[src/imu_rfe_pkg.sv]
// Shared types, constants and helpers for the IMU report field extractor.
// No dependencies; used by imu_rfe_walk and imu_report_field_extractor.
package imu_rfe_pkg;

  localparam int unsigned NUM_SECTIONS = 12;
  localparam logic [7:0]  REPORT_TAG   = 8'h11;
  localparam logic [2:0]  WALK_POS     = 3'd7;
  localparam logic [3:0]  NO_SECTION   = 4'd12;

  // Section numbers that carry kept quantities.
  localparam logic [3:0] SEC_ACCEL = 4'd1;
  localparam logic [3:0] SEC_GYRO  = 4'd2;
  localparam logic [3:0] SEC_MAG   = 4'd3;
  localparam logic [3:0] SEC_BARO  = 4'd4;
  localparam logic [3:0] SEC_EULER = 4'd6;

  // Quantity codes of the first component of each kept group, and the last code.
  localparam logic [3:0] Q_ACCEL_X  = 4'd0;
  localparam logic [3:0] Q_GYRO_X   = 4'd3;
  localparam logic [3:0] Q_MAG_X    = 4'd6;
  localparam logic [3:0] Q_PRESSURE = 4'd9;
  localparam logic [3:0] Q_HEIGHT   = 4'd10;
  localparam logic [3:0] Q_ROLL     = 4'd11;
  localparam logic [3:0] Q_LAST     = 4'd13;

  // One result from the parser.
  typedef struct packed {
    logic               valid;
    logic [3:0]         quantity;
    logic signed [23:0] raw_value;
  } result_t;

  // Byte length of each section, minus one.
  function automatic logic [2:0] section_last(input logic [3:0] sec);
    logic [2:0] len_m1;
    unique case (sec)
      4'd4, 4'd5: len_m1 = 3'd7;
      4'd8:       len_m1 = 3'd4;
      4'd10:      len_m1 = 3'd1;
      4'd11:      len_m1 = 3'd0;
      default:    len_m1 = 3'd5;
    endcase
    return len_m1;
  endfunction

  // First present section at or above 'from'; NO_SECTION if none.
  function automatic logic [3:0] find_section(input logic [11:0] mask,
                                              input logic [3:0]  from);
    logic [3:0] found;
    found = NO_SECTION;
    for (int i = NUM_SECTIONS - 1; i >= 0; i--) begin
      if (mask[i] && (4'(i) >= from)) begin
        found = 4'(i);
      end
    end
    return found;
  endfunction

endpackage

[src/imu_rfe_walk.sv]
// Header and section walker of the IMU report field extractor.
// Depends on imu_rfe_pkg for constants, section layouts and result_t.
module imu_rfe_walk (
  input  logic                   clk,
  input  logic                   rst,
  input  logic                   accept,
  input  logic [7:0]             data_byte,
  input  logic                   body_start,
  output imu_rfe_pkg::result_t   res
);
  import imu_rfe_pkg::*;

  logic [2:0]  byte_position, byte_position_next;
  logic        body_active, body_active_next;
  logic [11:0] section_mask, section_mask_next;
  logic [3:0]  current_section, current_section_next;
  logic [2:0]  section_byte, section_byte_next;
  logic [23:0] value_accumulator, value_accumulator_next;

  logic [3:0]  next_sec;
  logic [3:0]  base;
  logic        kept;
  logic [2:0]  header_pos_inc;

  // Next state and result for the byte on the input.
  always_comb begin
    byte_position_next     = byte_position;
    body_active_next       = body_active;
    section_mask_next      = section_mask;
    current_section_next   = current_section;
    section_byte_next      = section_byte;
    value_accumulator_next = value_accumulator;
    res                    = '0;
    next_sec               = NO_SECTION;
    base                   = Q_ACCEL_X;
    kept                   = 1'b0;
    header_pos_inc         = byte_position + 3'd1;

    if (body_start) begin
      // A start byte drops whatever was in progress and opens a new body if it is the tag.
      body_active_next       = (data_byte == REPORT_TAG);
      byte_position_next     = 3'd1;
      section_mask_next      = '0;
      current_section_next   = '0;
      section_byte_next      = '0;
      value_accumulator_next = '0;
    end else if (body_active) begin
      if (byte_position != WALK_POS) begin
        // Header bytes: mask low byte, mask high nibble, then four skipped.
        if (byte_position == 3'd1) begin
          section_mask_next = {section_mask[11:8], data_byte};
        end else if (byte_position == 3'd2) begin
          section_mask_next = {data_byte[3:0], section_mask[7:0]};
        end
        byte_position_next = header_pos_inc;
        if (header_pos_inc == WALK_POS) begin
          next_sec = find_section(section_mask_next, 4'd0);
          if (next_sec == NO_SECTION) begin
            body_active_next = 1'b0;
          end else begin
            current_section_next = next_sec;
            section_byte_next    = '0;
          end
        end
      end else if (current_section >= NO_SECTION) begin
        body_active_next = 1'b0;
      end else begin
        // Pick the quantity base of a section of three 16-bit values.
        kept = 1'b1;
        unique case (current_section)
          SEC_ACCEL: base = Q_ACCEL_X;
          SEC_GYRO:  base = Q_GYRO_X;
          SEC_MAG:   base = Q_MAG_X;
          SEC_EULER: base = Q_ROLL;
          default:   kept = 1'b0;
        endcase

        if (kept) begin
          if (!section_byte[0]) begin
            value_accumulator_next = {16'h0000, data_byte};
          end else begin
            value_accumulator_next = {{8{data_byte[7]}}, data_byte,
                                      value_accumulator[7:0]};
            res.valid     = 1'b1;
            res.quantity  = base + 4'(section_byte[2:1]);
            res.raw_value = {{8{data_byte[7]}}, data_byte, value_accumulator[7:0]};
          end
        end else if (current_section == SEC_BARO) begin
          // Temperature is skipped; pressure and height are 24-bit values.
          unique case (section_byte)
            3'd2, 3'd5: value_accumulator_next = {16'h0000, data_byte};
            3'd3, 3'd6: value_accumulator_next = {8'h00, data_byte,
                                                  value_accumulator[7:0]};
            3'd4, 3'd7: begin
              value_accumulator_next = {data_byte, value_accumulator[15:0]};
              res.valid     = 1'b1;
              res.quantity  = (section_byte == 3'd7) ? Q_HEIGHT : Q_PRESSURE;
              res.raw_value = {data_byte, value_accumulator[15:0]};
            end
            default: ;
          endcase
        end

        // Advance within the section or move to the next present one.
        if (section_byte >= section_last(current_section)) begin
          next_sec = find_section(section_mask, current_section + 4'd1);
          if (next_sec == NO_SECTION) begin
            body_active_next = 1'b0;
          end else begin
            current_section_next = next_sec;
            section_byte_next    = '0;
          end
        end else begin
          section_byte_next = section_byte + 3'd1;
        end
      end
    end
  end

  // Parser state registers, updated only on an accepted item.
  always_ff @(posedge clk) begin
    if (rst) begin
      byte_position     <= '0;
      body_active       <= 1'b0;
      section_mask      <= '0;
      current_section   <= '0;
      section_byte      <= '0;
      value_accumulator <= '0;
    end else if (accept) begin
      byte_position     <= byte_position_next;
      body_active       <= body_active_next;
      section_mask      <= section_mask_next;
      current_section   <= current_section_next;
      section_byte      <= section_byte_next;
      value_accumulator <= value_accumulator_next;
    end
  end

endmodule

[src/imu_report_field_extractor.sv]
// Top level of the IMU report field extractor: stream ports and result register.
// Depends on imu_rfe_pkg and imu_rfe_walk.
//
// Usage: report body bytes enter on the s_ group, one item per byte; s_tuser
// marks the tag byte that opens a body. Bodies with a tag other than 0x11 are
// dropped. Kept quantities (accel, gyro, mag, pressure, height, Euler angles)
// leave on the m_ group: m_tuser carries the quantity code and m_tdata the
// 24-bit value, with 16-bit values sign-extended to 24 bits.
// A result is registered and appears on m_tvalid in the cycle after the byte
// that completes it is accepted. Throughput: one byte per cycle while no result
// waits; the parser updates its state in the same cycle an item is accepted.
// Reset: rst clears the parser (no body active) and empties the result
// register. Stall: while a result waits with m_tready low, s_tready is low
// and no byte is taken; in the cycle m_tready rises, the waiting result
// leaves and the next byte is accepted, so nothing is lost.
module imu_report_field_extractor (
  input  logic        clk,
  input  logic        rst,
  input  logic        s_tvalid,
  output logic        s_tready,
  input  logic [7:0]  s_tdata,   // [7:0] data_byte
  input  logic        s_tuser,   // [0] body_start
  output logic        m_tvalid,
  input  logic        m_tready,
  output logic [23:0] m_tdata,   // [23:0] raw_value
  output logic [3:0]  m_tuser    // [3:0] quantity
);
  import imu_rfe_pkg::*;

  result_t            res;
  logic               accept;
  logic [3:0]         quantity;
  logic signed [23:0] raw_value;

  // Accept while the result register is empty or being emptied.
  assign s_tready = !m_tvalid || m_tready;
  assign accept   = s_tvalid && s_tready;

  imu_rfe_walk u_walk (
    .clk        (clk),
    .rst        (rst),
    .accept     (accept),
    .data_byte  (s_tdata),
    .body_start (s_tuser),
    .res        (res)
  );

  // Result register.
  always_ff @(posedge clk) begin
    if (rst) begin
      m_tvalid <= 1'b0;
    end else if (s_tready) begin
      m_tvalid <= accept && res.valid;
    end
  end

  always_ff @(posedge clk) begin
    if (accept && res.valid) begin
      quantity  <= res.quantity;
      raw_value <= res.raw_value;
    end
  end

  assign m_tdata = raw_value;
  assign m_tuser = quantity;

`ifndef SYNTHESIS
  a_ready_only_on_stall: assert property (@(posedge clk) disable iff (rst)
    !s_tready |-> (m_tvalid && !m_tready))
    else $error("input stalled without a blocked result");

  a_empty_after_reset: assert property (@(posedge clk)
    $past(rst) |-> !m_tvalid)
    else $error("result present right after reset");

  a_quantity_range: assert property (@(posedge clk) disable iff (rst)
    m_tvalid |-> (m_tuser <= Q_LAST))
    else $error("quantity code out of range");

  a_sixteen_bit_sext: assert property (@(posedge clk) disable iff (rst)
    (m_tvalid && m_tuser != Q_PRESSURE && m_tuser != Q_HEIGHT)
      |-> (m_tdata[23:16] == {8{m_tdata[15]}}))
    else $error("16-bit value not sign-extended");
`endif

endmodule

[config.mk]
export PLATFORM = sky130hd
export DESIGN_NAME = imu_report_field_extractor
export DESIGN_NICKNAME = d
export VERILOG_FILES = /design/src/imu_rfe_pkg.sv /design/src/imu_rfe_walk.sv /design/src/imu_report_field_extractor.sv
export SDC_FILE = /design/constraint.sdc
export NUM_CORES = 1
export LEC_CHECK = 0
export BUFFER_PORTS_ARGS = -buffer_cell sky130_fd_sc_hd__buf_2
export CAP_MARGIN = 15
export CORE_UTILIZATION = 53
export CTS_CLUSTER_DIAMETER = 30
export DETAILED_ROUTE_END_ITERATION = 7
export PLACE_DENSITY = 0.84
export SLEW_MARGIN = 20
export SYNTH_ARGS = -nofsm -noshare
export SYNTH_HDL_FRONTEND = slang
export SYNTH_SLANG_ARGS = --single-unit
[constraint.sdc]
create_clock -name clk -period 3.2 [get_ports clk]
set_input_delay 0.48 -clock clk [delete_from_list [all_inputs] [get_ports clk]]
set_output_delay 0.48 -clock clk [all_outputs]
set_load 0.05 [all_outputs]
; ---- Word-level counts from Yosys, hierarchy flattened
; Cells that the tools add are included.
[op_classes]
muxes = 100
order_cmp = 14
mul = 0
n_eq_ne = 32
n_bitwise = 1
div_mod_pow = 0
addsub = 4
n_reduce_logical = 33
n_shift = 0
[ops]
columns = op, count
row1 = 29-bit two-way mux, 8
row2 = 4-bit two-way mux, 37
row3 = 16-bit two-way mux, 7
row4 = 12-bit two-way mux, 8
row5 = 3-bit two-way mux, 23
row6 = 16-bit one-hot mux with 3 select lines, 1
row7 = "4-bit == test, second input constant", 5
row8 = "3-bit by 4-bit greater-or-equal comparator with 1-bit output, first input constant", 4
row9 = "4-bit greater-or-equal comparator, first input constant", 4
row10 = "3-bit == test, second input constant", 5
row11 = 1-bit logical AND, 14
row12 = 7-bit AND reduction, 2
row13 = 1-bit two-way mux, 13
row14 = "4-bit by 3-bit == test with 1-bit output, second input constant", 3
row15 = "3-bit by 2-bit != test with 1-bit output, second input constant", 4
row16 = "3-bit != test, second input constant", 4
row17 = 3-bit one-hot mux with 4 select lines, 1
row18 = 4-bit one-hot mux with 3 select lines, 1
row19 = "3-bit by 2-bit == test with 1-bit output, second input constant", 3
row20 = 9-bit AND reduction, 1
row21 = 3-bit nonzero test, 3
row22 = "4-bit by 2-bit == test with 1-bit output, second input constant", 2
row23 = "8-bit by 5-bit == test with 1-bit output, second input constant", 1
row24 = "1-bit by 4-bit greater-or-equal comparator with 1-bit output, first input constant", 2
row25 = other kinds (20), 28
[word_totals]
romBits = 0
reg_bits = 68
memories = 0
ram_bits = 0
output_inout_bits = 30
latch_bits = 0

; ---- Longest topological paths before layout
[logic_depth]
depth_word = 28
ltp_mapped = 12
depth_no_buf = 12

; ---- Hierarchy
; A second synthesis with hierarchy kept.
[hier_totals]
cells_unflattened = 484
area_unflattened_um2 = 4195.3
[by_module_without_submodules]
columns = module, instances, area_each_um2, seq_area_each_um2, cells_each
row1 = imu_rfe_walk, 1, 3286.9, 780.7, 450
row2 = imu_report_field_extractor, 1, 908.4, 860.8, 34

; ---- Worst setup path after synthesis
; Ideal clock, no wire load.
[synth_timing]
kind = register -> register
startpoint = reg u_walk.current_section[0]
endpoint = reg raw_value[0], in the netlist m_tdata[0], enable pin
path_buffers = 1
arrival_ps = 3033
stages_incl_launch_ff = 9
path_slack_ps = -246
required_time_ps = 2787
setup_ps = 413
cell_sequence = dfxtp_1 ha_1 buf_2 o21bai_1 a21oi_1 nand4b_1 nor2_1 nor2_1 nor2_1
[synth_via]
elab_chain_len = 13
word_cells_on_any_way = 19
[synth_rtl]
columns = element, line
row1 = from (decl), imu_rfe_walk.sv:16  ; logic [3:0] current_section, current_section_next;
row2 = from (signal assigned), imu_rfe_walk.sv:133  ; current_section <= current_section_next;
row3 = 4-bit by 1-bit == test with 1-bit output (tied with other cells), imu_rfe_walk.sv:70  ; unique case (current_section)
row4 = 4-bit OR reduction (no line), -
row5 = 1-bit two-way mux, imu_rfe_walk.sv:70
row6 = 1-bit two-way mux, imu_rfe_walk.sv:65  ; end else if (current_section >= NO_SECTION) begin
row7 = 1-bit two-way mux, imu_rfe_walk.sv:48  ; if (byte_position != WALK_POS) begin
row8 = 1-bit two-way mux, imu_rfe_walk.sv:47  ; end else if (body_active) begin
row9 = 1-bit two-way mux, imu_rfe_walk.sv:39  ; if (body_start) begin
row10 = 29-bit two-way mux, imu_rfe_walk.sv:78  ; if (kept) begin
row11 = 29-bit two-way mux (*), imu_rfe_walk.sv:65
row12 = 29-bit two-way mux (*), imu_rfe_walk.sv:48
row13 = 29-bit two-way mux (*), imu_rfe_walk.sv:47
row14 = 29-bit two-way mux (*), imu_rfe_walk.sv:39
row15 = 1-bit logical AND (*), imu_report_field_extractor.sv:58  ; if (accept && res.valid) begin
row16 = to (signal assigned), imu_report_field_extractor.sv:60  ; raw_value <= res.raw_value;
row17 = to (decl), imu_report_field_extractor.sv:33  ; logic signed [23:0] raw_value;
; Every way passes the cells marked *; elsewhere a longest branch is shown, timed or not. The select of a mux whose other input is x is not followed.
; A chain may end at the register's enable or synchronous reset.

; ---- Worst setup path in the final report
[layout_timing]
startpoint = reg u_walk.current_section[0]
endpoint = reg u_walk.current_section[1]
[layout_via]
elab_chain_len = 26
word_cells_on_any_way = 66
[layout_rtl]
columns = element, line
row1 = 4-bit by 1-bit adder with 4-bit output, imu_rfe_walk.sv:106  ; next_sec = find_section(section_mask, current_section + 4'd1);
row2 = 4-bit greater-or-equal comparator, imu_rfe_pkg.sv:52  ; if (mask[i] && (4'(i) >= from)) begin
row3 = 1-bit logical AND, imu_rfe_pkg.sv:52
row4 = 3-bit two-way mux (4 in a row), imu_rfe_pkg.sv:52
row5 = 4-bit two-way mux (8 in a row), imu_rfe_pkg.sv:52
row6 = 4-bit two-way mux, imu_rfe_walk.sv:105  ; if (section_byte >= section_last(current_section)) begin
row7 = 4-bit two-way mux, imu_rfe_walk.sv:65
row8 = 4-bit two-way mux, imu_rfe_walk.sv:48
row9 = 4-bit two-way mux, imu_rfe_walk.sv:47
row10 = 4-bit two-way mux, imu_rfe_walk.sv:39
row11 = 4-bit two-way mux, imu_rfe_walk.sv:107  ; if (next_sec == NO_SECTION) begin
row12 = 4-bit two-way mux, imu_rfe_walk.sv:105
row13 = 4-bit two-way mux, imu_rfe_walk.sv:65
row14 = 4-bit two-way mux, imu_rfe_walk.sv:48
row15 = 4-bit two-way mux, imu_rfe_walk.sv:47
row16 = 4-bit two-way mux, imu_rfe_walk.sv:39
; Parallel ways exist; a longest one is shown, timed or not. The select of a mux whose other input is x is not followed.

==> results.txt <==
total wire length: 9480 µm
NetSw: 0.497 mW
Yosys reg bits: 68
Slew Limit Fails: 0
P_int: 1.34 mW
final instance area: 4510 µm²
Max Cap Viol: 0
RD Place Congestion: 0.901
clock buffers created by TritonCTS: 9
top-count cell post-synth: nor2_1
Clock power frac: 40.3%
die width: 88.9 µm
Slew @ Worst Pin: 767 ps
GRT Overall Usage: 25.1%
Logic pwr share: 9.8%
Sw Ratio: 27.1%
Synth top area share: 21.0%
max_slew headroom: 48.9%
Chip Height: 88.9 µm
post-DP HPWL: 6850 µm
number of port buffers: 42
synth cell count leaders: nor2_1 (60), dfxtp_1 (40), a22oi_1 (28), edfxtp_1 (28), nand2_1 (26)
P&R area growth vs syn: 12.5%
CTS clock-pin slew for the worst setup and hold paths: 80 ps
Post-Syn Area: 4000 µm²
DP Area: 4290 µm²
Clock Path Buffers: 2
Clock Sinks: 68
critical-path cell list: inv_1 -> ha_1 -> o211ai_1 -> ha_1 -> nand2b_1 -> a21o_1 -> a21oi_1 -> a21oi_1 -> o221ai_2 -> and3b_1 -> a211oi_2
H-tree depth: 3
total power: 1.84 mW
root buf cell: clkbuf_8
Data arrival, critical path: 3280 ps
Hold Vio Cnt, Final: 0
Setup-failing EPs final: 0
Final period util: 93.8%
Hold Slack: 439 ps
FMAX: 333 MHz
unrepaired setup endpoints after global routing: false
Peak VDD IR: 0.222 mV
ys async rst share: 0%
CP endpoint kind: flop
critical-path maximum fanout: 9
core box area: 7290 µm²
Synth Flop Type: dfxtp_1
Synthesized Nets: 462
layout cells sized above 1: 18.4%
largest area contributor in the netlist: edfxtp_1
Tmin final: 3000 ps
drt drc: 0
Startpoint Class: flop
DRT Pass-1 Iters: 6
CTS tree: done
first-iteration detailed-routing DRC count: 298
num rows: 31
Synth area leaders: edfxtp_1 (21%), dfxtp_1 (20%), ha_1 (6.3%), nor2_1 (5.6%), a22oi_1 (5.3%)
Lkg Pwr: 1.85 nW
first-pass GRT wire length: 14800 µm
largest net degree at the start of global routing: 42
vias in the first global route: 2962
CP required: 3480 ps
critical path class: reg2reg
ANT cells: 0
sequential share of power: 49.8%
HP Class: in2reg
routed wire length per instance: 16.6 µm
synth warn: 0
Die ar.: 7910 µm²
IO Pins: 43
slowest cell delay on critical path: 500 ps
Initial Util: 54.9%
Synth Instances: 428
Yosys cell types: 72
initial antenna violation count: 0
TNS Setup: 0 ps
total number of vias: 3475
Layout Utilization: 61.8%
grt total ovfl: 0
Slowest cell on crit path: dfxtp_1
Vias/cell: 6.09
mean post-synth cell area: 9.35 µm²
clk_lat worst skew: 350 ps
Power Dens Cells: 407 nW/µm²
nets@finish: 501
Final ANT Viol Nets: 0
Final Skew: 10.3 ps
Post-synth EDFFs: 28
status: completed
share of the yosys chip area belonging to registers: 41.0%
cts-stage hold buffer count: 0
-- stage by stage --
stage | setup slack [ps] | std cells
CTS | 230 | 571
floorplan | 216 | 428
global route | 6.87 | 571
finish | 198 | 571
global placement | 393 | 555
detailed placement | 261 | 555
-- worst paths after layout --
path	cells after the start	slack, ps	endpoint	from
max	11	200	u_walk.current_section[1]	u_walk.current_section[0]
min	3	440	m_tvalid	s_tvalid
max reg2reg	11	200	u_walk.current_section[1]	u_walk.current_section[0]
min reg2reg	2	500	u_walk.value_accumulator[4]	u_walk.value_accumulator[4]
-- registers in the layout, indices dropped and copies added (netlist names) --
name                      cells
m_tdata                      24
m_tuser                       4
m_tvalid                      1
u_walk.body_active            1
u_walk.byte_position          3
u_walk.current_section        4
u_walk.section_byte           3
u_walk.section_mask          12
u_walk.value_accumulator     16
-- cells in the final DEF, fill, tap and decap left out, types with 4 or more instances in the layout --
cell / netlist / routed
a22o_1: 5 / 5
dfxtp_1: 40 / 40
nor2_1: 60 / 59
nor3_1: 7 / 7
nor2b_1: 15 / 15
buf_4: 1 / 8
clkbuf_8: 0 / 9
inv_1: 19 / 19
a22oi_1: 28 / 28
ha_1: 20 / 20
a21o_1: 12 / 12
nand2b_1: 14 / 14
nand2_1: 26 / 26
a211oi_1: 7 / 7
nor4_1: 4 / 4
edfxtp_1: 28 / 28
nand3_1: 4 / 4
buf_2: 5 / 42
o21ai_0: 10 / 10
a21oi_1: 23 / 23
mux2i_1: 11 / 11
-- critical path: cells and delay by family, from the launching register on --
family	cells	cell delay, ps
fa+ha+maj	2	560
flops	1	500
compound gates	6	1330
buf+inv	1	160
simple gates	2	390
-- final cells by class --
class	instances	area, µm²
clock buffers	9	124
clock inverters	7	83.8
fillers	621	2790
inverters	20	75.1
multi-input cells	318	2190
flip-flops and latches	68	1640
well taps	99	124
repair buffers	50	270
-- routing by layer --
layer	vias to the layer above	GRT usage [%]	share of wire [%]
met1	1640	32.8	42
li1	1651	-	-
met4	0	9.38	2.7
met5	-	0	0
met2	162	39.9	48
met3	22	6.74	7.5
-- power by group through the flow --
stage	clock (mW)	sequential [mW]	combinational (mW)
finish	0.740	0.915	0.180
global route	0.790	0.916	0.195
CTS	0.751	0.915	0.177
detailed placement	0	0.935	0.176
global placement	0	0.934	0.175
floorplan	0	0.930	0.135
-- kinds of logic after synthesis --
| logic type | count (synthesis) | synth area share [%] |
|---|---|---|
| multiplexers | 14 | 3.59 |
| AO/OA/AOI/OAI | 124 | 23.4 |
| XOR/XNOR | 2 | 0.438 |
| AND/OR/NAND/NOR | 157 | 20.3 |
| buffers and inverters | 42 | 4.56 |
| flip-flops | 68 | 41.0 |
| adder cells (fa/ha/maj) | 21 | 6.75 |
-- what timing repair did --
| item | in CTS | in global routing |
|---|---|---|
| buffers inserted | 0 | 0 |
| setup endpoints to repair | 0 | 1 |
| gates resized for setup | 0 | 1 |
(Power assumes the default switching activity.)
